**src/rtl/core/bb3_pkg.sv**
```systemverilog
// package for the 3x3 box blur: sizes, shared types and rounding helpers
// no dependencies
`timescale 1ns / 1ps

package bb3_pkg;

    localparam int MaxWidth  = 1024;
    localparam int MaxHeight = 4096;
    localparam int ColW      = $clog2(MaxWidth);
    localparam int RowW      = $clog2(MaxHeight);
    localparam int FwW       = 11;
    localparam int FhW       = 13;
    localparam int QDepth    = 8;
    localparam int QAw       = $clog2(QDepth);

    localparam logic [1:0] RegFrameWidth  = 2'd0;
    localparam logic [1:0] RegFrameHeight = 2'd1;

    // front to back: one window advance
    typedef struct packed {
        logic [23:0]     pixel;
        logic [23:0]     col_top;
        logic [23:0]     col_mid;
        logic            emit;
        logic            last;
        logic            top_ok;
        logic            bot_ok;
        logic            left_ok;
        logic            right_ok;
    } t_cmd;

    // back pipeline payload
    typedef struct packed {
        logic [7:0] red;
        logic [7:0] green;
        logic [7:0] blue;
        logic       last;
    } t_res;

    localparam int ResW = $bits(t_res);

    // rounded mean, sum up to 9*255, n one of 1, 2, 3, 4, 6 or 9
    function automatic logic [7:0] div_round(input logic [11:0] sum, input logic [3:0] n);
        logic [23:0] p;
        begin
            p = '0;
            case (n)
                4'd4:    p = {12'd0, (sum + 12'd2) >> 2};
                4'd6:    p = ({12'd0, sum + 12'd3} * 24'd2731) >> 14;
                4'd9:    p = ({12'd0, sum + 12'd4} * 24'd7282) >> 16;
                4'd1:    p = {12'd0, sum};
                4'd2:    p = {12'd0, (sum + 12'd1) >> 1};
                4'd3:    p = ({12'd0, sum + 12'd1} * 24'd5462) >> 14;
                default: p = '0;
            endcase
            return p[7:0];
        end
    endfunction

endpackage

```
**src/rtl/core/bb3_fifo.sv**
```systemverilog
// small synchronous queue of fixed depth for result words
// depends on bb3_pkg
`timescale 1ns / 1ps

module bb3_fifo (
    input  logic                     i_clk,
    input  logic                     i_rst_n,
    input  logic                     i_wr,
    input  logic [bb3_pkg::ResW-1:0] i_data,
    input  logic                     i_rd,
    output logic                     o_empty,
    output logic                     o_full,
    output logic [bb3_pkg::ResW-1:0] o_data
);

    logic [bb3_pkg::ResW-1:0] r_mem [bb3_pkg::QDepth];
    logic [bb3_pkg::QAw:0]    r_wp, r_rp;

    assign o_empty = r_wp == r_rp;
    assign o_full  = (r_wp[bb3_pkg::QAw] != r_rp[bb3_pkg::QAw]) &&
                     (r_wp[bb3_pkg::QAw-1:0] == r_rp[bb3_pkg::QAw-1:0]);
    assign o_data  = r_mem[r_rp[bb3_pkg::QAw-1:0]];

    always_ff @(posedge i_clk) begin
        if (i_wr && !o_full) begin
            r_mem[r_wp[bb3_pkg::QAw-1:0]] <= i_data;
        end
    end

    always_ff @(posedge i_clk) begin
        if (!i_rst_n) begin
            r_wp <= '0;
            r_rp <= '0;
        end else begin
            if (i_wr && !o_full)  r_wp <= r_wp + 1'b1;
            if (i_rd && !o_empty) r_rp <= r_rp + 1'b1;
        end
    end

endmodule

```
**config.mk**
```make
export PLATFORM = sky130hd
export DESIGN_NAME = bb3_fifo
export DESIGN_NICKNAME = d
export VERILOG_FILES = /design/src/rtl/core/bb3_pkg.sv /design/src/rtl/core/bb3_fifo.sv
export SDC_FILE = /design/constraint.sdc
export NUM_CORES = 1
export LEC_CHECK = 0
export BUFFER_PORTS_ARGS = -buffer_cell sky130_fd_sc_hd__buf_2
export CORE_UTILIZATION = 55
export CTS_CLUSTER_DIAMETER = 150
export CTS_CLUSTER_SIZE = 12
export DETAILED_ROUTE_END_ITERATION = 12
export HOLD_SLACK_MARGIN = 0.15
export PLACE_DENSITY = 0.72
export SLEW_MARGIN = 30
export SYNTH_ARGS = -nofsm -noshare
export SYNTH_HDL_FRONTEND = slang
export SYNTH_SLANG_ARGS = --single-unit
```
**constraint.sdc**
```tcl
create_clock -name i_clk -period 4.8 [get_ports i_clk]
set_input_delay 0.96 -clock i_clk [delete_from_list [all_inputs] [get_ports i_clk]]
set_output_delay 0.96 -clock i_clk [all_outputs]
set_load 0.01 [all_outputs]
```
==> flow_metrics.py <==
metrics = {
    "global_routing": {
        "antenna_found_initial": 0,
        "grt_pass1_wl_mm": 22.60,
        "grt_max_degree": 32,
        "globalRouteOverflowTotal": 0,
        "grt_pass1_vias": 4133,
        "grtUsageTotal": 0.1910,
    },
    "final_layout": {
        "nets": 480,
        "fin_area_mm2": 0.009602,
        "diodes": 0,
        "final_core_util": 0.6340,
        "drive_gt1_frac": 0.2976,
        "syn_to_final_growth_pct": 12.80,
    },
    "floorplanning": {
        "coreArea_mm2": 0.01515,
        "dieArea_mm2": 0.01598,
        "io_pins": 56,
        "start_util": 0.5620,
        "rows": 45,
        "die_y_um": 126.4,
        "die_w_um": 126.4,
    },
    "timing": {
        "rsz0062_at_grt": "false",
        "slew_headroom": 0.4471,
        "finalSetupViolations": 0,
        "fin_crit_ns": 3.543,
        "tightestPinTransition_ns": 0.8294,
        "setup_ws_ns": 1.257,
        "maxSlewViolCount": 0,
        "tns_ns": 0,
        "hold_violations": 0,
        "fin_worst_skew_ns": 0.02670,
        "post-route-period-util": 0.7382,
        "fmax_mhz": 282.2,
    },
    "run": {
        "cap_violations": 0,
    },
    "critical_path": {
        "path_max_fanout": 20,
        "worst_ep_arrival_time_ns": 2.58,
        "end_kind": "output port",
        "crit_type": "reg2out",
        "worstPathRequired_ns": 3.84,
        "start_kind": "flop",
    },
    "drt": {
        "drt-total-wl_mm": 14.43,
        "vias_per_cell": 5.963,
        "wl_per_cell_um": 22.37,
        "drtPass1Iterations": 4,
        "drtIter0Drc": 272,
        "ant_nets": 0,
        "drc": 0,
        "route.vias.total": 3846,
    },
    "synth": {
        "postSynthCellCount": 373,
        "synth_area_leaders": "edfxtp_1 (71%), mux4_1 (15%), mux2_2 (3.4%), dfxtp_1 (2.6%), buf_12 (1.2%)",
        "yosysTopAreaCellShare": 0.7056,
        "async_flop_share": 0,
        "yosysMostFrequentCell": "edfxtp_1",
        "synth_edf_count": 200,
        "yosysTopAreaCell": "edfxtp_1",
        "ys_types": 33,
        "ys_ff_latch": 211,
        "yosys-top-cells-count": "edfxtp_1 (200), mux4_1 (50), mux2_2 (26)",
        "syn_area_mm2": 0.008512,
        "post_synth.cell_area_avg_um2": 22.82,
        "ys_warn_count": 0,
        "yosysSeqAreaShare": 0.7314,
        "synth_flop_cell": "edfxtp_1",
        "syn_nets": 404,
    },
    "cts": {
        "root_buffer": "clkbuf_16",
        "hold_buffers": 0,
        "htreeDepth": 1,
        "path_clk_slew_ns": 0.06,
        "cts_buffer_depth": 3,
        "clock-sinks": 211,
        "cts_resized": 0,
        "post_cts_buffers": 0,
        "insertion_delay_ns": 0.50,
        "cts_tree": "done",
        "cts_made_buffers": 21,
    },
    "pwr": {
        "peakVddDrop_mv": 0.3346,
        "post-layout-total-power_uw": 3939,
        "cellPowerDensity_mw_per_mm2": 410.2,
        "p_leak_uw": 0.003209,
    },
    "place": {
        "dp_slack_ns": 1.743,
        "gp_congestion": 0.7255,
        "placed_area_mm2": 0.009030,
        "hpwl_mm": 8.681,
        "io_buffers": 55,
    },
    "status": {
        "outcome": "finished clean",
    },
    "min_path": {
        "hold_path_class": "reg2reg",
    },
}
## state kept, by name, summed over array words and instances, names as in the netlist, named ones only
| name | count |
|---|---|
| r_wp | 4 |
| r_mem | 200 |
| r_rp | 4 |
## layout by cell type (no fill, tap or decap)
master	Yosys	layout
or3b_2	1	1
clkinvlp_4	0	1
o211ai_1	1	1
and2_1	1	1
buf_4	0	18
nand2_1	12	12
nor3b_2	0	1
nand2b_1	7	7
nor4_2	0	2
nor4b_2	0	3
mux2_2	26	26
clkbuf_1	9	8
nand4_1	3	3
xor2_1	3	3
clkbuf_16	0	21
dfxtp_2	0	3
edfxtp_1	200	200
o41a_1	2	2
nor4_4	1	1
nand3_1	3	3
nand3b_1	1	1
dfxtp_1	11	8
a41oi_1	2	2
mux4_1	50	50
nor2_2	0	1
buf_2	2	55
xor2_2	1	1
and3b_1	1	1
mux2i_1	10	10
a311o_1	2	2
ha_1	2	2
nor2_1	2	1
xnor2_1	4	4
inv_6	0	1
nor3_2	0	1
## power breakdown
| group | total, µW | leakage [µW] | internal (µW) | switching, µW |
|---|---|---|---|---|
| clock | 1410 | 0.000273 | 800 | 612 |
| combinational | 422 | 0.00103 | 226 | 196 |
| sequential | 2100 | 0.00191 | 2060 | 40.2 |
## per-stage QoR
step | cells | hold WS, ns
floorplan | 373 | 0.5219
global placement | 614 | 0.5521
detailed placement | 614 | 0.5621
CTS | 645 | 0.5776
global route | 645 | 0.6035
finish | 645 | 0.5823
## path summary, 6_finish.rpt
| kind | from | slack [ns] | cells past startpoint | end |
|---|---|---|---|---|
| worst min-delay path | r_rp[2]$_SDFFE_PN0P_ | 0.58 | 2 | flop |
| worst max register to register | r_wp[1]$_SDFFE_PN0P_ | 2.23 | 4 | r_mem[7][18]$_DFFE_PP_ |
| worst min register to register | r_rp[2]$_SDFFE_PN0P_ | 0.58 | 2 | flop |
| worst max-delay path | flop | 1.26 | 4 | o_data[9] |
## per-layer routing
metal | part of all wire | up-vias | global-route usage
met4 | 0.016 | 0 | 0.04890
met5 | 0 | - | 0
met2 | 0.52 | 81 | 0.3198
met1 | 0.41 | 1992 | 0.2607
met3 | 0.052 | 20 | 0.03754
li1 | - | 1753 | -
## final cells by class
class                           count  area (µm²)
Timing Repair Buffer               73       410.4
Tap cell                          188       235.2
Clock inverter                      2       16.27
Sequential cell                   211        6230
Multi-Input combinational cell    142        2155
Fill cell                        1028        5544
Clock buffer                       29       555.5
## cell families after synthesis
kind of cell | count (synthesis) | share of synthesized area
flip-flops | 211 | 0.7314
AND/OR/NAND/NOR | 39 | 0.02749
AO/OA/AOI/OAI | 7 | 0.007938
XOR/XNOR | 8 | 0.009114
buffers and inverters | 20 | 0.02058
adder cells (fa/ha/maj) | 2 | 0.002939
multiplexers | 86 | 0.2005
## worst max-delay path, stage by stage, from the launching register on
cell and delay (ns):
dfxtp_2 0.61, buf_4 0.43, mux4_1 0.61, mux2_2 0.29
buf_2 0.14
(Power assumes the default switching activity.)
