===== src/rtl/core/bb3_pkg.sv =====
// package for the 3x3 box blur: sizes, shared types and rounding helpers
// no dependencies
`timescale 1ns / 1ps

package bb3_pkg;

    localparam int MaxWidth  = 1024;
    localparam int MaxHeight = 4096;
    localparam int ColW      = $clog2(MaxWidth);
    localparam int RowW      = $clog2(MaxHeight);
    localparam int FwW       = 11;
    localparam int FhW       = 13;
    localparam int QDepth    = 8;
    localparam int QAw       = $clog2(QDepth);

    localparam logic [1:0] RegFrameWidth  = 2'd0;
    localparam logic [1:0] RegFrameHeight = 2'd1;

    // front to back: one window advance
    typedef struct packed {
        logic [23:0]     pixel;
        logic [23:0]     col_top;
        logic [23:0]     col_mid;
        logic            emit;
        logic            last;
        logic            top_ok;
        logic            bot_ok;
        logic            left_ok;
        logic            right_ok;
    } t_cmd;

    // back pipeline payload
    typedef struct packed {
        logic [7:0] red;
        logic [7:0] green;
        logic [7:0] blue;
        logic       last;
    } t_res;

    localparam int ResW = $bits(t_res);

    // rounded mean, sum up to 9*255, n one of 1, 2, 3, 4, 6 or 9
    function automatic logic [7:0] div_round(input logic [11:0] sum, input logic [3:0] n);
        logic [23:0] p;
        begin
            p = '0;
            case (n)
                4'd4:    p = {12'd0, (sum + 12'd2) >> 2};
                4'd6:    p = ({12'd0, sum + 12'd3} * 24'd2731) >> 14;
                4'd9:    p = ({12'd0, sum + 12'd4} * 24'd7282) >> 16;
                4'd1:    p = {12'd0, sum};
                4'd2:    p = {12'd0, (sum + 12'd1) >> 1};
                4'd3:    p = ({12'd0, sum + 12'd1} * 24'd5462) >> 14;
                default: p = '0;
            endcase
            return p[7:0];
        end
    endfunction

endpackage


===== src/rtl/core/bb3_back.sv =====
// back part: 3x3 window, masked sums, rounding divide
// depends on bb3_pkg
`timescale 1ns / 1ps

module bb3_back (
    input  logic                 i_clk,
    input  logic                 i_rst_n,
    input  logic                 i_valid,
    input  bb3_pkg::t_cmd        i_cmd,
    output logic                 o_valid,
    output bb3_pkg::t_res        o_res
);

    logic [23:0] r_win [3][3];
    logic [11:0] w_sum [3];
    logic [3:0]  w_n;
    logic        w_rok [3];
    logic        w_cok [3];
    logic [11:0] r_sum [3];
    logic [3:0]  r_n;
    logic        r_v, r_last;

    always_ff @(posedge i_clk) begin
        if (!i_rst_n) begin
            for (int r = 0; r < 3; r++)
                for (int c = 0; c < 3; c++) r_win[r][c] <= '0;
        end else if (i_valid) begin
            for (int r = 0; r < 3; r++) begin
                r_win[r][0] <= r_win[r][1];
                r_win[r][1] <= r_win[r][2];
            end
            r_win[0][2] <= i_cmd.col_top;
            r_win[1][2] <= i_cmd.col_mid;
            r_win[2][2] <= i_cmd.pixel;
        end
    end

    // window as it stands after this shift
    always_comb begin
        logic [23:0] nw [3][3];
        for (int r = 0; r < 3; r++) begin
            nw[r][0] = r_win[r][1];
            nw[r][1] = r_win[r][2];
        end
        nw[0][2] = i_cmd.col_top;
        nw[1][2] = i_cmd.col_mid;
        nw[2][2] = i_cmd.pixel;
        w_rok[0] = i_cmd.top_ok;  w_rok[1] = 1'b1; w_rok[2] = i_cmd.bot_ok;
        w_cok[0] = i_cmd.left_ok; w_cok[1] = 1'b1; w_cok[2] = i_cmd.right_ok;
        w_n = 4'd0;
        for (int k = 0; k < 3; k++) w_sum[k] = '0;
        for (int r = 0; r < 3; r++)
            for (int c = 0; c < 3; c++)
                if (w_rok[r] && w_cok[c]) begin
                    w_n = w_n + 4'd1;
                    for (int k = 0; k < 3; k++)
                        w_sum[k] = w_sum[k] + {4'd0, nw[r][c][(2-k)*8 +: 8]};
                end
    end

    always_ff @(posedge i_clk) begin
        if (!i_rst_n) begin
            r_v <= 1'b0;
        end else begin
            r_v <= i_valid && i_cmd.emit;
        end
    end

    always_ff @(posedge i_clk) begin
        r_sum  <= w_sum;
        r_n    <= w_n;
        r_last <= i_cmd.last;
    end

    always_ff @(posedge i_clk) begin
        if (!i_rst_n) begin
            o_valid <= 1'b0;
        end else begin
            o_valid <= r_v;
        end
    end

    always_ff @(posedge i_clk) begin
        o_res.red   <= bb3_pkg::div_round(r_sum[0], r_n);
        o_res.green <= bb3_pkg::div_round(r_sum[1], r_n);
        o_res.blue  <= bb3_pkg::div_round(r_sum[2], r_n);
        o_res.last  <= r_last;
    end

endmodule


===== config.mk =====
export PLATFORM = sky130hd
export DESIGN_NAME = bb3_back
export DESIGN_NICKNAME = d
export VERILOG_FILES = /design/src/rtl/core/bb3_pkg.sv /design/src/rtl/core/bb3_back.sv
export SDC_FILE = /design/constraint.sdc
export NUM_CORES = 2
export LEC_CHECK = 0
export CAP_MARGIN = 40
export CORE_UTILIZATION = 60
export CTS_CLUSTER_DIAMETER = 100
export DETAILED_ROUTE_END_ITERATION = 6
export DONT_BUFFER_PORTS = 1
export PLACE_DENSITY = 0.76
export SYNTH_ARGS = -nofsm -noshare
export SYNTH_HDL_FRONTEND = slang
export SYNTH_SLANG_ARGS = --single-unit

===== constraint.sdc =====
create_clock -name i_clk -period 13.2 [get_ports i_clk]
set_input_delay 0.66 -clock i_clk [delete_from_list [all_inputs] [get_ports i_clk]]
set_output_delay 0.66 -clock i_clk [all_outputs]
set_load 0.03 [all_outputs]

==> impl_metrics.ini <==
[place]
dp_hpwl_mm = 71.9
portBuffers = 0
placed_cells = 5099
post_dp_cell_area_um2 = 40400
gp_congestion = 0.920

[drt]
via_per_inst = 5.74
initialDrtViolationCount = 1520
wl_per_cell_um = 17.2
via_count = 29581
drc_errors = 0
drt-total-wl_mm = 88.9
ant_nets = 0
dr.pass1.iters = 6

[clock_network]
clock_path_buffers = 3
cts_hold_buffers = 0
clock-sinks = 212
cts_tree = built
cts_setup_buffers = 0
clock_latency_ps = 610
path_clk_slew_ps = 60
htree_levels = 1
cts_root_buf = clkbuf_16
cts_buffers = 29
post_cts_resized = 0

[sta]
finalCritPeriodShare = 0.701
fin_crit_ps = 9250
hold_violations = 0
rsz0062_at_grt = false
totalNegativeSetupSlack_ps = 0
relSlewSlack = 0.367
maxSlewViolCount = 0
fmax_mhz = 108
setup_violations = 0
finalClockSkew_ps = 28.3
worstMarginPinSlew_ps = 950

[die]
initial_utilization = 0.611
die-area_um2 = 67000
fp.dieW_um = 259
io-pin-count = 107
core_area_um2 = 64800
dieHeight_um = 259
row_count = 93

[global_route]
track_usage = 0.272
grt_pass1_vias = 30688
grt_max_degree = 148
gr-total-overflow = 0
grt_pass1_wl_mm = 150
antenna_found_initial = 3

[logic_synthesis]
synth_top_flop_cell = edfxtp_1
yosys.area.top_type_share = 0.265
synth_warnings = 0
synth_common_cells = ha_1 (839), inv_1 (744), fa_1 (342), nor2_1 (253), xnor2_1 (245)
synth_nets = 5612
avgSynthCellArea_um2 = 9.10
synth_area_um2 = 39600
ys_ff_latch = 212
synthArstFlopShare = 0
ys_seq_area_frac = 0.144
synth_edf_count = 144
syn_inst = 4350
yosysTopAreaCell = ha_1
ys_types = 94
synthMostInstantiatedCell = ha_1
synth.area.top_cells = ha_1 (27%), fa_1 (17%), edfxtp_1 (11%)

[layout]
fin_area_um2 = 41400
drive_gt1_frac = 0.0312
seq_area_um2 = 5690
fill_cells = 5252
multi_input_area_um2 = 30700
fin_util = 0.638
syn_to_final_growth_pct = 4.50
nets = 5537
final_cells = 5155

[critical_path]
slowest_delay_ps = 500
worstSetupStartpoint = r_win[0][24]
cp-endpoint = r_sum[11]
worstSetupEndpointType = flop
path_buf_inv = 2
cp-start-kind = flop
path_common_cell = ha_1
cp_max_fo = 5
path_delay_family = compound AO/OA/AOI/OAI gates
worst-path-stages = 43
worst-r2r-setup-slack_ps = 3950
cp.arrival_ps = 9750
crit_required_ps = 13700
critPathSlowestCell = o41ai_1
criticalPathCategory = flop to flop
rr_startpoint = r_win[0][24]
worst_r2r_path_depth = 43
rr_endpoint = r_sum[11]

[flow_run]
cap_violations = 0

[run_status]
outcome = finished clean

[hold_path]
worstHoldPathType = input pin to flop
placed cells by master (no fill, tap or decap), types with 22 or more instances in the layout:
master / instances
a21boi_0: 22
nand3_1: 51
fa_1: 342
clkbuf_16: 29
xnor2_1: 245
dfxtp_1: 68
o21a_1: 37
ha_1: 839
nor2_1: 253
o21bai_1: 30
a211oi_1: 27
nand2_1: 192
edfxtp_1: 144
xor2_1: 117
nor3_1: 43
nand4_1: 24
a21oi_1: 211
nor2b_1: 46
mux2i_1: 25
and3_1: 186
o31ai_1: 27
nand2b_1: 22
inv_1: 744
o21ai_0: 167
a21o_1: 82
worst reg2reg max path: cells and delay by family (launching register included):
| kind | cells | cell delay (ps) |
|---|---|---|
| buffers and inverters | 2 | 130 |
| AOI/OAI and AO/OA | 21 | 3810 |
| muxes | 1 | 270 |
| xor gates and xnor gates | 1 | 200 |
| adders and majority gates | 9 | 2620 |
| and+or+nand+nor | 9 | 1780 |
| DFF | 1 | 360 |
metal layers:
layer | wire [um] | track usage | part of all wire | vias to the layer above
met5 | 27 | 0 | 0.00030 | -
met4 | 1880 | 0.0616 | 0.021 | 4
met3 | 4300 | 0.0382 | 0.048 | 122
met2 | 43100 | 0.482 | 0.48 | 542
met1 | 39600 | 0.348 | 0.45 | 14241
li1 | - | - | - | 14672
worst min-delay path by stage:
stage                   from        to  cells after the start
floorplan             r_last  o_res[0]                      0
global placement      r_last  o_res[0]                      0
detailed placement    r_last  o_res[0]                      0
CTS                 i_cmd[4]    r_last                      0
global route        i_cmd[4]    r_last                      0
finish              i_cmd[4]    r_last                      0
flip-flops by register name, summed over array words and instances, names as in the netlist:
name	cells
o_res	25
o_valid	1
r_last	1
r_n	4
r_sum	36
r_v	1
r_win	144
stage by stage:
stage               hold slack (ps)  setup slack [ps]
floorplan                       310              3880
global placement                312              4160
detailed placement              316              3880
CTS                            57.6              4080
global route                   61.8              3260
finish                         90.4              3950
area by class of cell:
class | count | area share
multi-input cells | 3269 | 0.741
flip-flops and latches | 212 | 0.137
inverters | 746 | 0.0677
well taps | 855 | 0.0259
clock buffers | 31 | 0.0177
clock inverters | 22 | 0.00665
repair buffers | 17 | 0.00318
diodes | 3 | 0.000181
kinds of logic after synthesis:
logic type | after synthesis | synth area share
adders and majority gates | 1182 | 0.438
DFF | 212 | 0.144
buffers and inverters | 869 | 0.0826
muxes | 47 | 0.0131
and+or+nand+nor | 904 | 0.114
AOI/OAI and AO/OA | 768 | 0.125
xor gates and xnor gates | 368 | 0.0827
Power is left out: the tool's default activity adds up to more than one toggle a clock period on the data nets, which glitch-free logic cannot reach.
